**config.mk**
```make
export PLATFORM = sky130hd
export DESIGN_NAME = encoder_speed_estimator
export DESIGN_NICKNAME = d
export VERILOG_FILES = /design/src/esp_pkg.sv /design/src/esp_div.sv /design/src/esp_front.sv /design/src/esp_back.sv /design/src/encoder_speed_estimator.sv
export SDC_FILE = /design/constraint.sdc
export NUM_CORES = 2
export LEC_CHECK = 0
export CAP_MARGIN = 20
export CORE_UTILIZATION = 66
export DETAILED_ROUTE_END_ITERATION = 10
export DONT_BUFFER_PORTS = 1
export GPL_ROUTABILITY_DRIVEN = 1
export PLACE_DENSITY = 0.82
export SETUP_SLACK_MARGIN = 0.4
export SLEW_MARGIN = 40
export SYNTH_ARGS = -nofsm -noshare
export SYNTH_HDL_FRONTEND = slang
export SYNTH_SLANG_ARGS = --single-unit
```
**constraint.sdc**
```tcl
create_clock -name clk -period 7.5 [get_ports clk]
set_clock_uncertainty 0.05 [all_clocks]
set_input_delay 0.375 -clock clk [delete_from_list [all_inputs] [get_ports clk]]
set_output_delay 0.375 -clock clk [all_outputs]
set_load 0.1 [all_outputs]
```
**src/esp_pkg.sv**
```systemverilog
package esp_pkg;

  localparam int ANGLE_BITS_DEF  = 16;
  localparam int SPEED_FRAC_BITS = 24;
  localparam int TS_W            = 32;
  localparam int TC_W            = 24;
  localparam int SPEED_W         = 32;
  localparam int STATUS_W        = 2;
  localparam int ALPHA_FRAC      = 16;
  localparam int ALPHA_W         = ALPHA_FRAC + 1;
  localparam int INST_W          = SPEED_FRAC_BITS + 1;
  localparam int ERR_W           = SPEED_W + 1;
  localparam int PROD_W          = ALPHA_W + 1 + ERR_W;

  // shared divider: 24 quotient bits max, divisor up to tau + dt (33 bits)
  localparam int QUO_W  = SPEED_FRAC_BITS;
  localparam int DVS_W  = TS_W + 1;
  localparam int CNT_W  = 5;
  localparam logic [CNT_W-1:0] INST_STEPS  = CNT_W'(QUO_W);
  localparam logic [CNT_W-1:0] ALPHA_STEPS = CNT_W'(ALPHA_W);

  localparam int QUEUE_DEPTH = 2;

  localparam int PADDR_W   = 3;
  localparam int PDATA_W   = 32;
  localparam logic [0:0] REG_TIME_CONSTANT = 1'b0;
  localparam logic [TC_W-1:0] TC_RESET = TC_W'(1000);

  typedef enum logic [1:0] {
    ST_UPDATED = 2'd0,
    ST_PRIMED  = 2'd1,
    ST_BADTIME = 2'd2,
    ST_REARMED = 2'd3
  } status_t;

  typedef enum logic {
    OP_SAMPLE = 1'b0,
    OP_REARM  = 1'b1
  } op_t;

  typedef enum logic [2:0] {
    S_IDLE,
    S_DIV_INST,
    S_DIV_ALPHA,
    S_MUL,
    S_ADD,
    S_EMIT
  } state_t;

  typedef struct packed {
    logic             start;
    logic [CNT_W-1:0] count;
    logic [DVS_W-1:0] rem_init;
    logic [QUO_W-1:0] dividend;  // consumed MSB first
    logic [DVS_W-1:0] divisor;
  } div_req_t;

  typedef struct packed {
    logic             done;
    logic [QUO_W-1:0] quotient;
  } div_rsp_t;

endpackage

```
**src/esp_div.sv**
```systemverilog
// Restoring divider, one quotient bit per cycle. The partial remainder
// is preloaded so that a short quotient needs only as many steps.
module esp_div (
  input  logic              clk,
  input  logic              rst,
  input  esp_pkg::div_req_t req,
  output esp_pkg::div_rsp_t rsp
);

  logic                          busy;
  logic                          done;
  logic [esp_pkg::CNT_W-1:0]     cnt;
  logic [esp_pkg::DVS_W-1:0]     rem;
  logic [esp_pkg::DVS_W-1:0]     dvs;
  logic [esp_pkg::QUO_W-1:0]     dvd;
  logic [esp_pkg::QUO_W-1:0]     quo;
  logic [esp_pkg::DVS_W:0]       shifted;
  logic [esp_pkg::DVS_W:0]       trial;

  assign shifted = {rem, dvd[esp_pkg::QUO_W-1]};
  assign trial   = shifted - {1'b0, dvs};

  always_ff @(posedge clk) begin
    if (rst) begin
      busy <= 1'b0;
      done <= 1'b0;
      cnt  <= '0;
    end else begin
      done <= busy && (cnt == esp_pkg::CNT_W'(1));
      if (req.start) begin
        busy <= 1'b1;
        cnt  <= req.count;
      end else if (busy) begin
        cnt <= cnt - esp_pkg::CNT_W'(1);
        if (cnt == esp_pkg::CNT_W'(1)) begin
          busy <= 1'b0;
        end
      end
    end
  end

  always_ff @(posedge clk) begin
    if (req.start) begin
      rem <= req.rem_init;
      dvd <= req.dividend;
      dvs <= req.divisor;
      quo <= '0;
    end else if (busy) begin
      if (!trial[esp_pkg::DVS_W]) begin
        rem <= trial[esp_pkg::DVS_W-1:0];
        quo <= {quo[esp_pkg::QUO_W-2:0], 1'b1};
      end else begin
        rem <= shifted[esp_pkg::DVS_W-1:0];
        quo <= {quo[esp_pkg::QUO_W-2:0], 1'b0};
      end
      dvd <= {dvd[esp_pkg::QUO_W-2:0], 1'b0};
    end
  end

  assign rsp.done     = done;
  assign rsp.quotient = quo;

endmodule

```
**src/esp_front.sv**
```systemverilog
// Input side: takes items, decodes the kind and queues them for the back end.
module esp_front #(
  parameter int ANGLE_BITS = esp_pkg::ANGLE_BITS_DEF,
  parameter int TDATA_W    = ((ANGLE_BITS + esp_pkg::TS_W + 7) / 8) * 8
) (
  input  logic                     clk,
  input  logic                     rst,
  input  logic                     s_tvalid,
  output logic                     s_tready,
  input  logic [TDATA_W-1:0]       s_tdata,   // angle, timestamp, zero pad
  input  logic                     s_tuser,   // kind
  output logic                     q_valid,
  input  logic                     q_pop,
  output esp_pkg::op_t             q_op,
  output logic [ANGLE_BITS-1:0]    q_angle,
  output logic [esp_pkg::TS_W-1:0] q_time
);

  localparam int PTR_W = $clog2(esp_pkg::QUEUE_DEPTH);
  localparam int CNT_W = $clog2(esp_pkg::QUEUE_DEPTH + 1);

  esp_pkg::op_t             mem_op    [esp_pkg::QUEUE_DEPTH];
  logic [ANGLE_BITS-1:0]    mem_angle [esp_pkg::QUEUE_DEPTH];
  logic [esp_pkg::TS_W-1:0] mem_time  [esp_pkg::QUEUE_DEPTH];
  logic [PTR_W-1:0]         wr_ptr;
  logic [PTR_W-1:0]         rd_ptr;
  logic [CNT_W-1:0]         count;
  logic                     push;
  logic                     pop;
  esp_pkg::op_t             in_op;

  assign in_op    = s_tuser ? esp_pkg::OP_REARM : esp_pkg::OP_SAMPLE;
  assign s_tready = (count != CNT_W'(esp_pkg::QUEUE_DEPTH));
  assign push     = s_tvalid && s_tready;
  assign q_valid  = (count != '0);
  assign pop      = q_pop && q_valid;

  always_ff @(posedge clk) begin
    if (rst) begin
      wr_ptr <= '0;
      rd_ptr <= '0;
      count  <= '0;
    end else begin
      if (push) begin
        wr_ptr <= wr_ptr + PTR_W'(1);
      end
      if (pop) begin
        rd_ptr <= rd_ptr + PTR_W'(1);
      end
      if (push && !pop) begin
        count <= count + CNT_W'(1);
      end else if (pop && !push) begin
        count <= count - CNT_W'(1);
      end
    end
  end

  always_ff @(posedge clk) begin
    if (push) begin
      mem_op[wr_ptr]    <= in_op;
      mem_angle[wr_ptr] <= s_tdata[ANGLE_BITS-1:0];
      mem_time[wr_ptr]  <= s_tdata[ANGLE_BITS+esp_pkg::TS_W-1:ANGLE_BITS];
    end
  end

  assign q_op    = mem_op[rd_ptr];
  assign q_angle = mem_angle[rd_ptr];
  assign q_time  = mem_time[rd_ptr];

endmodule

```
**src/esp_back.sv**
```systemverilog
// Estimator state and sequencer: priming, rearm, bad-time check, then
// speed division, weight division, multiply and accumulate.
module esp_back #(
  parameter int ANGLE_BITS = esp_pkg::ANGLE_BITS_DEF
) (
  input  logic                        clk,
  input  logic                        rst,
  input  logic [esp_pkg::TC_W-1:0]    tau,
  input  logic                        q_valid,
  output logic                        q_pop,
  input  esp_pkg::op_t                q_op,
  input  logic [ANGLE_BITS-1:0]       q_angle,
  input  logic [esp_pkg::TS_W-1:0]    q_time,
  output esp_pkg::div_req_t           div_req,
  input  esp_pkg::div_rsp_t           div_rsp,
  output logic                        m_tvalid,
  input  logic                        m_tready,
  output logic [esp_pkg::SPEED_W-1:0] m_tdata,
  output logic [esp_pkg::STATUS_W-1:0] m_tuser
);

  localparam int SHIFT = esp_pkg::SPEED_FRAC_BITS - ANGLE_BITS;

  esp_pkg::state_t state;
  esp_pkg::state_t state_next;

  logic                               primed;
  logic [ANGLE_BITS-1:0]              last_angle;
  logic [esp_pkg::TS_W-1:0]           last_time;
  logic signed [esp_pkg::SPEED_W-1:0] speed_acc;

  logic [esp_pkg::TS_W-1:0]           dt;
  logic                               neg;
  logic signed [esp_pkg::ERR_W-1:0]   err;
  logic [esp_pkg::ALPHA_W-1:0]        alpha;
  logic signed [esp_pkg::PROD_W-1:0]  prod;
  logic [esp_pkg::SPEED_W-1:0]        res_speed;
  esp_pkg::status_t                   res_status;

  logic [ANGLE_BITS-1:0]              raw;
  logic [esp_pkg::QUO_W-1:0]          scaled;
  logic [esp_pkg::QUO_W-1:0]          mag;
  logic [esp_pkg::TS_W-1:0]           dt_c;
  logic                               late;
  logic                               do_update;
  logic signed [esp_pkg::INST_W-1:0]  inst_c;
  logic signed [esp_pkg::SPEED_W-1:0] speed_new;
  logic                               out_free;
  logic                               emit_load;

  // wrapped difference: MSB of raw is the sign, so half a turn reads as -half
  assign raw       = q_angle - last_angle;
  assign scaled    = esp_pkg::QUO_W'(raw) << SHIFT;
  assign mag       = raw[ANGLE_BITS-1] ? (~scaled + esp_pkg::QUO_W'(1)) : scaled;
  assign dt_c      = q_time - last_time;
  assign late      = (q_time <= last_time);
  assign do_update = (q_op == esp_pkg::OP_SAMPLE) && primed && !late;

  assign inst_c    = neg ? -$signed({1'b0, div_rsp.quotient})
                         :  $signed({1'b0, div_rsp.quotient});
  // floor(alpha*err / 2^16) is an arithmetic shift
  assign speed_new = speed_acc + prod[esp_pkg::ALPHA_FRAC+esp_pkg::SPEED_W-1:
                                      esp_pkg::ALPHA_FRAC];

  assign out_free  = !m_tvalid || m_tready;
  assign emit_load = (state == esp_pkg::S_EMIT) && out_free;

  always_comb begin
    state_next = state;
    unique case (state)
      esp_pkg::S_IDLE: begin
        if (q_valid) begin
          state_next = do_update ? esp_pkg::S_DIV_INST : esp_pkg::S_EMIT;
        end
      end
      esp_pkg::S_DIV_INST: begin
        if (div_rsp.done) state_next = esp_pkg::S_DIV_ALPHA;
      end
      esp_pkg::S_DIV_ALPHA: begin
        if (div_rsp.done) state_next = esp_pkg::S_MUL;
      end
      esp_pkg::S_MUL:  state_next = esp_pkg::S_ADD;
      esp_pkg::S_ADD:  state_next = esp_pkg::S_EMIT;
      esp_pkg::S_EMIT: begin
        if (out_free) state_next = esp_pkg::S_IDLE;
      end
      default: state_next = esp_pkg::S_IDLE;
    endcase
  end

  always_comb begin
    q_pop   = 1'b0;
    div_req = '0;
    unique case (state)
      esp_pkg::S_IDLE: begin
        q_pop            = q_valid;
        div_req.start    = q_valid && do_update;
        div_req.count    = esp_pkg::INST_STEPS;
        div_req.rem_init = '0;
        div_req.dividend = mag;
        div_req.divisor  = {1'b0, dt_c};
      end
      esp_pkg::S_DIV_INST: begin
        // dt*2^16 / (tau+dt) < 2^17: start with dt>>1 already in the remainder
        div_req.start    = div_rsp.done;
        div_req.count    = esp_pkg::ALPHA_STEPS;
        div_req.rem_init = esp_pkg::DVS_W'(dt >> 1);
        div_req.dividend = {dt[0], {(esp_pkg::QUO_W-1){1'b0}}};
        div_req.divisor  = esp_pkg::DVS_W'(tau) + esp_pkg::DVS_W'(dt);
      end
      default: begin
        div_req = '0;
      end
    endcase
  end

  always_ff @(posedge clk) begin
    if (rst) begin
      state      <= esp_pkg::S_IDLE;
      primed     <= 1'b0;
      last_angle <= '0;
      last_time  <= '0;
      speed_acc  <= '0;
      m_tvalid   <= 1'b0;
    end else begin
      state <= state_next;
      if (state == esp_pkg::S_IDLE && q_valid) begin
        if (q_op == esp_pkg::OP_REARM) begin
          primed     <= 1'b0;
          last_angle <= '0;
          last_time  <= '0;
          speed_acc  <= '0;
        end else if (!primed || !late) begin
          primed     <= 1'b1;
          last_angle <= q_angle;
          last_time  <= q_time;
          if (!primed) begin
            speed_acc <= '0;
          end
        end
      end
      if (state == esp_pkg::S_ADD) begin
        speed_acc <= speed_new;
      end
      if (emit_load) begin
        m_tvalid <= 1'b1;
      end else if (m_tready) begin
        m_tvalid <= 1'b0;
      end
    end
  end

  always_ff @(posedge clk) begin
    if (state == esp_pkg::S_IDLE && q_valid) begin
      dt  <= dt_c;
      neg <= raw[ANGLE_BITS-1];
      priority if (q_op == esp_pkg::OP_REARM) begin
        res_speed  <= '0;
        res_status <= esp_pkg::ST_REARMED;
      end else if (!primed) begin
        res_speed  <= '0;
        res_status <= esp_pkg::ST_PRIMED;
      end else if (late) begin
        res_speed  <= speed_acc;
        res_status <= esp_pkg::ST_BADTIME;
      end else begin
        res_status <= esp_pkg::ST_UPDATED;
      end
    end
    if (state == esp_pkg::S_DIV_INST && div_rsp.done) begin
      err <= esp_pkg::ERR_W'(inst_c) - esp_pkg::ERR_W'(speed_acc);
    end
    if (state == esp_pkg::S_DIV_ALPHA && div_rsp.done) begin
      alpha <= div_rsp.quotient[esp_pkg::ALPHA_W-1:0];
    end
    if (state == esp_pkg::S_MUL) begin
      prod <= $signed({1'b0, alpha}) * err;
    end
    if (state == esp_pkg::S_ADD) begin
      res_speed <= speed_new;
    end
    if (emit_load) begin
      m_tdata <= res_speed;
      m_tuser <= res_status;
    end
  end

endmodule

```
**src/encoder_speed_estimator.sv**
```systemverilog
// Encoder speed estimator. Each item carries an angle (fraction of a turn)
// and a tick timestamp, or a rearm; each item gives exactly one result with
// the filtered speed in 2^-24 turn per tick and a status. Items are queued
// (two deep) ahead of the estimator, so the input keeps accepting while a
// result waits on the output, until the queue is full. A rearm, a priming
// sample or a sample with a non-increasing timestamp goes from idle straight
// to the output state; a speed update runs the shared one-bit-per-cycle
// divider for 24 steps for the instantaneous speed and 17 steps for the
// filter weight, followed by a multiply, an accumulate and an output step.
// Output stalls hold the result in the output state. time_constant sits at
// APB address 0x0 (reset 1000 ticks); the user must write it only while the
// block is idle, which the block itself does not enforce.
module encoder_speed_estimator #(
  parameter int ANGLE_BITS = esp_pkg::ANGLE_BITS_DEF
) (
  input  logic                                          clk,
  input  logic                                          rst,
  input  logic                                          s_tvalid,
  output logic                                          s_tready,
  // angle [ANGLE_BITS-1:0], timestamp [+31:ANGLE_BITS], zero pad
  input  logic [((ANGLE_BITS+esp_pkg::TS_W+7)/8)*8-1:0] s_tdata,
  input  logic                                          s_tuser,   // kind
  output logic                                          m_tvalid,
  input  logic                                          m_tready,
  output logic [esp_pkg::SPEED_W-1:0]                   m_tdata,   // speed
  output logic [esp_pkg::STATUS_W-1:0]                  m_tuser,   // status
  input  logic                                          psel,
  input  logic                                          penable,
  input  logic                                          pwrite,
  input  logic [esp_pkg::PADDR_W-1:0]                   paddr,
  input  logic [esp_pkg::PDATA_W-1:0]                   pwdata,
  output logic [esp_pkg::PDATA_W-1:0]                   prdata,
  output logic                                          pready
);

  localparam int TDATA_W = ((ANGLE_BITS + esp_pkg::TS_W + 7) / 8) * 8;

  logic [esp_pkg::TC_W-1:0]  time_constant;
  logic                      reg_hit;
  logic                      q_valid;
  logic                      q_pop;
  esp_pkg::op_t              q_op;
  logic [ANGLE_BITS-1:0]     q_angle;
  logic [esp_pkg::TS_W-1:0]  q_time;
  esp_pkg::div_req_t         div_req;
  esp_pkg::div_rsp_t         div_rsp;

  assign pready  = 1'b1;
  assign reg_hit = (paddr[esp_pkg::PADDR_W-1:2] == esp_pkg::REG_TIME_CONSTANT);
  assign prdata  = reg_hit ? esp_pkg::PDATA_W'(time_constant) : '0;

  always_ff @(posedge clk) begin
    if (rst) begin
      time_constant <= esp_pkg::TC_RESET;
    end else if (psel && penable && pwrite && pready && reg_hit) begin
      time_constant <= pwdata[esp_pkg::TC_W-1:0];
    end
  end

  esp_front #(
    .ANGLE_BITS (ANGLE_BITS),
    .TDATA_W    (TDATA_W)
  ) u_front (
    .clk      (clk),
    .rst      (rst),
    .s_tvalid (s_tvalid),
    .s_tready (s_tready),
    .s_tdata  (s_tdata),
    .s_tuser  (s_tuser),
    .q_valid  (q_valid),
    .q_pop    (q_pop),
    .q_op     (q_op),
    .q_angle  (q_angle),
    .q_time   (q_time)
  );

  esp_div u_div (
    .clk (clk),
    .rst (rst),
    .req (div_req),
    .rsp (div_rsp)
  );

  esp_back #(
    .ANGLE_BITS (ANGLE_BITS)
  ) u_back (
    .clk      (clk),
    .rst      (rst),
    .tau      (time_constant),
    .q_valid  (q_valid),
    .q_pop    (q_pop),
    .q_op     (q_op),
    .q_angle  (q_angle),
    .q_time   (q_time),
    .div_req  (div_req),
    .div_rsp  (div_rsp),
    .m_tvalid (m_tvalid),
    .m_tready (m_tready),
    .m_tdata  (m_tdata),
    .m_tuser  (m_tuser)
  );

endmodule

```
Word-level counts from Yosys, hierarchy flattened
Memories as Yosys holds them, arrays and structs flattened. A register that Yosys moved wholly into a read port is not among the register bits.
Index checks and enable logic that the tools add are counted.
{"block": "word_totals", "reg_bits": 433, "ram_bits": 98, "in_bits": 91, "out_inout_bits": 69, "mem_count": 3}
{"memory": "u_front.mem_time", "words": 2, "width": 32, "rd": 1, "rd_clocked_by_memory_dff": 1, "wr": 1, "line": "esp_front.sv:24", "rtl": "logic [esp_pkg::TS_W-1:0] mem_time [esp_pkg::QUEUE_DEPTH];"}
{"memory": "u_front.mem_angle", "words": 2, "width": 16, "rd": 1, "rd_clocked_by_memory_dff": 1, "wr": 1, "line": "esp_front.sv:23", "rtl": "logic [ANGLE_BITS-1:0] mem_angle [esp_pkg::QUEUE_DEPTH];"}
{"memory": "u_front.mem_op", "words": 2, "width": 1, "rd": 1, "rd_clocked_by_memory_dff": 1, "wr": 1, "line": "esp_front.sv:22", "rtl": "esp_pkg::op_t mem_op [esp_pkg::QUEUE_DEPTH];"}
{"block": "classes", "n_addsub": 13, "n_mul": 1, "order_cmp": 1, "eq_ne": 13, "muxes": 53, "bitwise": 4, "n_reduce_logical": 35}
{"op": "$mux W32", "n": 12}
{"op": "$pmux W96 S2", "n": 1}
{"op": "$mux W33", "n": 3}
{"op": "$mux W24", "n": 4}
{"op": "$mul A18 B33 Y48", "n": 1}
{"op": "$sub A34 B33 Y34", "n": 1}
{"op": "$add A24 B32 Y33", "n": 1}
{"op": "$sub A25 B32 Y33", "n": 1}
{"op": "$add A32 B32 Y32", "n": 1}
{"op": "$le A32 B32 Y1", "n": 1}
{"op": "$mux W16", "n": 2}
{"op": "$sub A32 B32 Y32", "n": 1}
{"op": "$mux W25", "n": 1}
{"op": "$neg A24 Y25", "n": 1}
{"op": "$add A24 B1 Y24 const B", "n": 1}
{"op": "$not A24 Y24", "n": 1}
{"op": "$mux W1", "n": 18}
{"op": "$pmux W3 S6", "n": 1}
{"op": "$sub A16 B16 Y16", "n": 1}
{"op": "$logic_and A1 B1 Y1", "n": 15}
{"op": "$mux W3", "n": 5}
{"op": "$reduce_bool A2 Y1", "n": 6}
{"op": "$mux W5", "n": 2}
{"op": "$mux W2", "n": 4}
{"op": "other kinds (21)", "n": 35}

Longest topological paths before layout
{"block": "logic_depth", "depth_word": 7, "ltp_mapped": 25, "ltp_nobuf": 23}

Hierarchy
Synthesis repeated with hierarchy kept, for this count alone.
{"block": "hier_totals", "hier_cells": 4936, "hier_area_um2": 47877.2}
{"mod": "esp_back", "n_inst": 1, "cells_each": 3920, "area_each_um2": 35736.8, "seq_area_each_um2": 7196.9}
{"mod": "esp_div", "n_inst": 1, "cells_each": 698, "area_each_um2": 7075.5, "seq_area_each_um2": 3323.2}
{"mod": "esp_front", "n_inst": 1, "cells_each": 176, "area_each_um2": 3751.1, "seq_area_each_um2": 3042.9}
{"mod": "encoder_speed_estimator", "n_inst": 1, "cells_each": 142, "area_each_um2": 1313.8, "seq_area_each_um2": 480.5}

Least setup slack after synthesis
OpenSTA, ideal clock, no wires.
{"block": "synth_timing", "kind": "reg-to-reg", "start": "register u_back.err[12] (netlist name)", "end": "register u_back.prod[47] (netlist name) (data pin)", "arrival_ns": 6.019, "required_ns": 7.190, "path_slack_ns": 1.171, "path_stages_with_launch": 21, "path_cell_list": "edfxtp_1 -> buf_1 -> and2_1 -> fa_1 -> inv_1 -> fa_1 -> fa_1 -> inv_1 -> fa_1 -> fa_1 -> fa_1 -> ha_1 -> a21o_1 -> a21o_1 -> a221oi_1 -> nor4bb_1 -> a2bb2oi_1 -> o31ai_1 -> a211o_1 -> a21oi_1 -> xnor2_1"}
{"block": "synth_between", "elab_chain_cells": 1}
{"item": "from (decl)", "line": "esp_back.sv:34", "rtl": "logic signed [esp_pkg::ERR_W-1:0] err;"}
{"item": "from (signal assigned)", "line": "esp_back.sv:171", "rtl": "err <= esp_pkg::ERR_W'(inst_c) - esp_pkg::ERR_W'(speed_acc);"}
{"item": "$mul A18 B33 Y48", "line": "esp_back.sv:177", "rtl": "prod <= $signed({1'b0, alpha}) * err;"}
{"item": "to (signal assigned)", "line": "esp_back.sv:177"}
{"item": "to (decl)", "line": "esp_back.sv:36", "rtl": "logic signed [esp_pkg::PROD_W-1:0] prod;"}
Every way passes these cells.
A chain may end at the register's enable or synchronous reset.

Worst setup path after layout
{"block": "layout_timing", "start": "register u_back.alpha[13] (netlist name)", "end": "register u_back.prod[47] (netlist name) (data pin)"}
{"block": "layout_between", "elab_chain_cells": 1}
{"item": "from (decl)", "line": "esp_back.sv:35", "rtl": "logic [esp_pkg::ALPHA_W-1:0] alpha;"}
{"item": "from (signal assigned)", "line": "esp_back.sv:174", "rtl": "alpha <= div_rsp.quotient[esp_pkg::ALPHA_W-1:0];"}
{"item": "$mul A18 B33 Y48", "line": "esp_back.sv:177"}
Every way passes these cells.

==> flow_summary.ini <==
[status]
status = complete, no violations

[flow_run]
maxCapViolations = 0

[route]
num_vias = 34552
ant_nets = 0
vias_per_cell = 5.96
wirelength_mm = 116
firstDrtPassIters = 5
drt_first_iter_violations = 3201
wire_per_inst_um = 20.1
drcViolationCount = 0

[cells_and_area]
n_antenna_cell = 0
instances_no_fill = 5797
multi_input_area_sq_mm = 0.0291
nNetsFinal = 5721
register_area_sq_mm = 0.0138
fillCellCount = 4491
drive_above_1_share = 0.0758
syn_to_final_growth_pct = 10.8

[setup_path]
max_stage_delay_ps = 680
cp_slowest_cell = fa_1
path_cells = buf_4 > and2_1 > fa_1 > fa_1 > fa_1 > fa_1 > fa_1 > fa_1 > ha_1 > a21o_1 > a21o_1 > a221oi_2 > buf_4 > nor4bb_4 > a2bb2oi_2 > o31ai_1 > buf_4 > a211o_1 > a21oi_1 > xnor2_1
r2r_start = u_back.alpha[13]$_DFFE_PP_
cpMostUsedCell = fa_1
required_ps = 7760
critPathKind = flip-flop to flip-flop
startpoint = u_back.alpha[13]$_DFFE_PP_
cp_max_fo = 5
end_kind = flip-flop
critPathArrivalTime_ps = 7130
worstSetupStartpointType = flip-flop

[pwr]
p_leak_nw = 23.0
peakVddDrop_mv = 0.442
power_density_mw_per_mm2 = 258

[timing]
rsz0062_at_grt = no
finalSetupViolCount = 0
tightest_slew_ps = 907
hold_viol = 0
relSlewSlack = 0.397
maxSlewViolCount = 0
post-route-period-util = 0.916
min_period_ps = 6870
max_freq_mhz = 146
fin_tns_setup_ps = 0

[die]
die_width_um = 266
io_pins = 160
initial_core_util = 0.670
die_height_um = 266
core_area_sq_mm = 0.0688
fp-row-count = 96
dieArea_sq_mm = 0.0710

[yosys]
yosysUniqueCellTypes = 84
synth_edf_count = 363
synth_flop_cell = edfxtp_1
yosysSeqAreaShare = 0.299
netlist_instances = 4702
yosys-top-cells-area = edfxtp_1 (24%), fa_1 (23%), ha_1 (7.6%), dfxtp_1 (6.3%), inv_1 (6.0%)
yosysTopAreaCell = edfxtp_1
syn_area_sq_mm = 0.0461
synth_top_area_frac = 0.236
ys_async_sr_fraction = 0
synth_common_cells = inv_1 (737), nand2_1 (598), fa_1 (520), edfxtp_1 (363), and2_1 (329)
ys_warn_count = 0
ys_seq_elements = 508
syn_avg_cell_area_sq_um = 9.81
yosysMostFrequentCell = inv_1

[global_routing]
antenna_found_initial = 1
grt.overflow.total = 0
grt_use_total = 0.332
grt_pass1_vias = 35649
grt_pass1_wl_mm = 186
grt_max_degree = 122

[clock_tree]
htreeDepth = 2
clock-root-buffer = clkbuf_16
clk_latency_ps = 580
tritoncts = done
clock_sinks = 508
cts-buffers-inserted = 46
clockBufferDepth = 3
clk_pin_slew_ps = 70

[min_path]
hp-start = m_tready
worst_hold_path_type = input port to flip-flop

[place]
dp.cells = 5573
place_hpwl_mm = 82.7
gp_congestion = 0.927
portBuffers = 0
==> sequential cells by signal (all words and copies together) (netlist names), 17 cells and up, named ones only <==
| name | cells |
|---|---|
| u_back.alpha | 17 |
| u_front.mem_time | 64 |
| u_back.prod | 32 |
| u_div.quo | 24 |
| u_div.dvs | 33 |
| u_back.speed_acc | 32 |
| u_front.mem_angle | 32 |
| u_back.dt | 32 |
| u_back.m_tdata | 32 |
| u_back.res_speed | 32 |
| u_div.rem | 33 |
| u_back.last_time | 32 |
| u_back.err | 33 |
| time_constant | 24 |
==> layout make-up <==
type / count / share of cell area
repair buffers: 254 / 0.0527
multi-input cells: 3280 / 0.570
inverters: 738 / 0.0542
flip-flops and latches: 508 / 0.270
clock buffers: 57 / 0.0235
clock inverters: 29 / 0.00629
well taps: 931 / 0.0228
==> worst max-delay path: cells and delay by family, from the launching register on <==
| family | cells | cell delay [ps] |
|---|---|---|
| XOR/XNOR | 1 | 80 |
| AO/OA/AOI/OAI | 7 | 1400 |
| AND/OR/NAND/NOR | 2 | 500 |
| flip-flops | 1 | 540 |
| buffers and inverters | 3 | 560 |
| adder cells (fa/ha/maj) | 7 | 3470 |
==> per-layer routing <==
layer  wire (um)  track usage  vias to the layer above
met5           0            0                        -
met4        3850        0.111                        0
met3       10300       0.0530                      282
met2       56500        0.551                     1698
met1       45600        0.446                    17011
li1            -            -                    15561
==> layout by cell type (no fill, tap or decap), types with 19 or more instances in the layout <==
master / n
inv_1: 735
a31oi_1: 19
clkbuf_16: 50
xnor2_1: 160
nor3_1: 37
nand3_1: 55
dfxtp_1: 143
nand2_1: 597
nand2b_1: 23
a21oi_1: 196
and2_1: 328
and3_1: 19
nor2_1: 150
buf_4: 139
fa_1: 520
a211oi_1: 28
o21a_1: 35
edfxtp_1: 363
mux2_2: 47
o21bai_1: 22
buf_16: 19
mux2i_1: 107
dlygate4sd3_1: 73
a21o_1: 85
nor2b_1: 67
ha_1: 282
o21ai_0: 142
o21ai_1: 29
xor2_1: 73
nor2b_4: 24
==> metrics by stage <==
step	worst slack (ps)	hold slack (ps)	util	instance area, sq um	total power (W)
CTS	410	78.6	0.738	50800	0.0129
detailed placement	327	355	0.699	48100	0.0104
global placement	408	353	0.688	47400	0.0101
floorplan	1170	350	-	46200	0.00896
finish	633	115	0.743	51100	0.0132
global route	377	116	0.743	51100	0.0138
==> report_power, final <==
part / internal, W / total [W] / switching [W]
Combinational: 0.00258 / 0.00647 / 0.00389
Sequential: 0.00387 / 0.00426 / 0.000390
Clock: 0.00131 / 0.00245 / 0.00114
==> final timing paths <==
check | endpoint | slack (ps) | depth (start not counted)
hold reg to reg | u_back.m_tdata[3]$_DFFE_PP_ | 370 | 0
hold / removal | u_back.m_tvalid$_SDFFE_PP0P_ | 110 | 2
setup / recovery | u_back.prod[47]$_DFFE_PN_ | 630 | 20
setup reg to reg | u_back.prod[47]$_DFFE_PN_ | 630 | 20
==> cells by family after synthesis <==
group | after synthesis | synth area share
simple gates | 1382 | 0.146
buf+inv | 921 | 0.0763
fa+ha+maj | 802 | 0.302
compound gates | 698 | 0.0971
flops | 508 | 0.299
xor+xnor | 235 | 0.0448
mux | 154 | 0.0347
other cells | 2 | 0.000163
==> what timing repair did <==
item / 4_1_cts / 5_1_grt
cloned: 0 / 0
hold buffers: 74 / 0
setup endpoints to repair: 4 / 10
gates resized for setup: 0 / 6
buffers inserted: 39 / 19
endpoints found under the hold margin: 219 / 0
pin swaps: 0 / 1
Power figures use the tool's default switching activity.
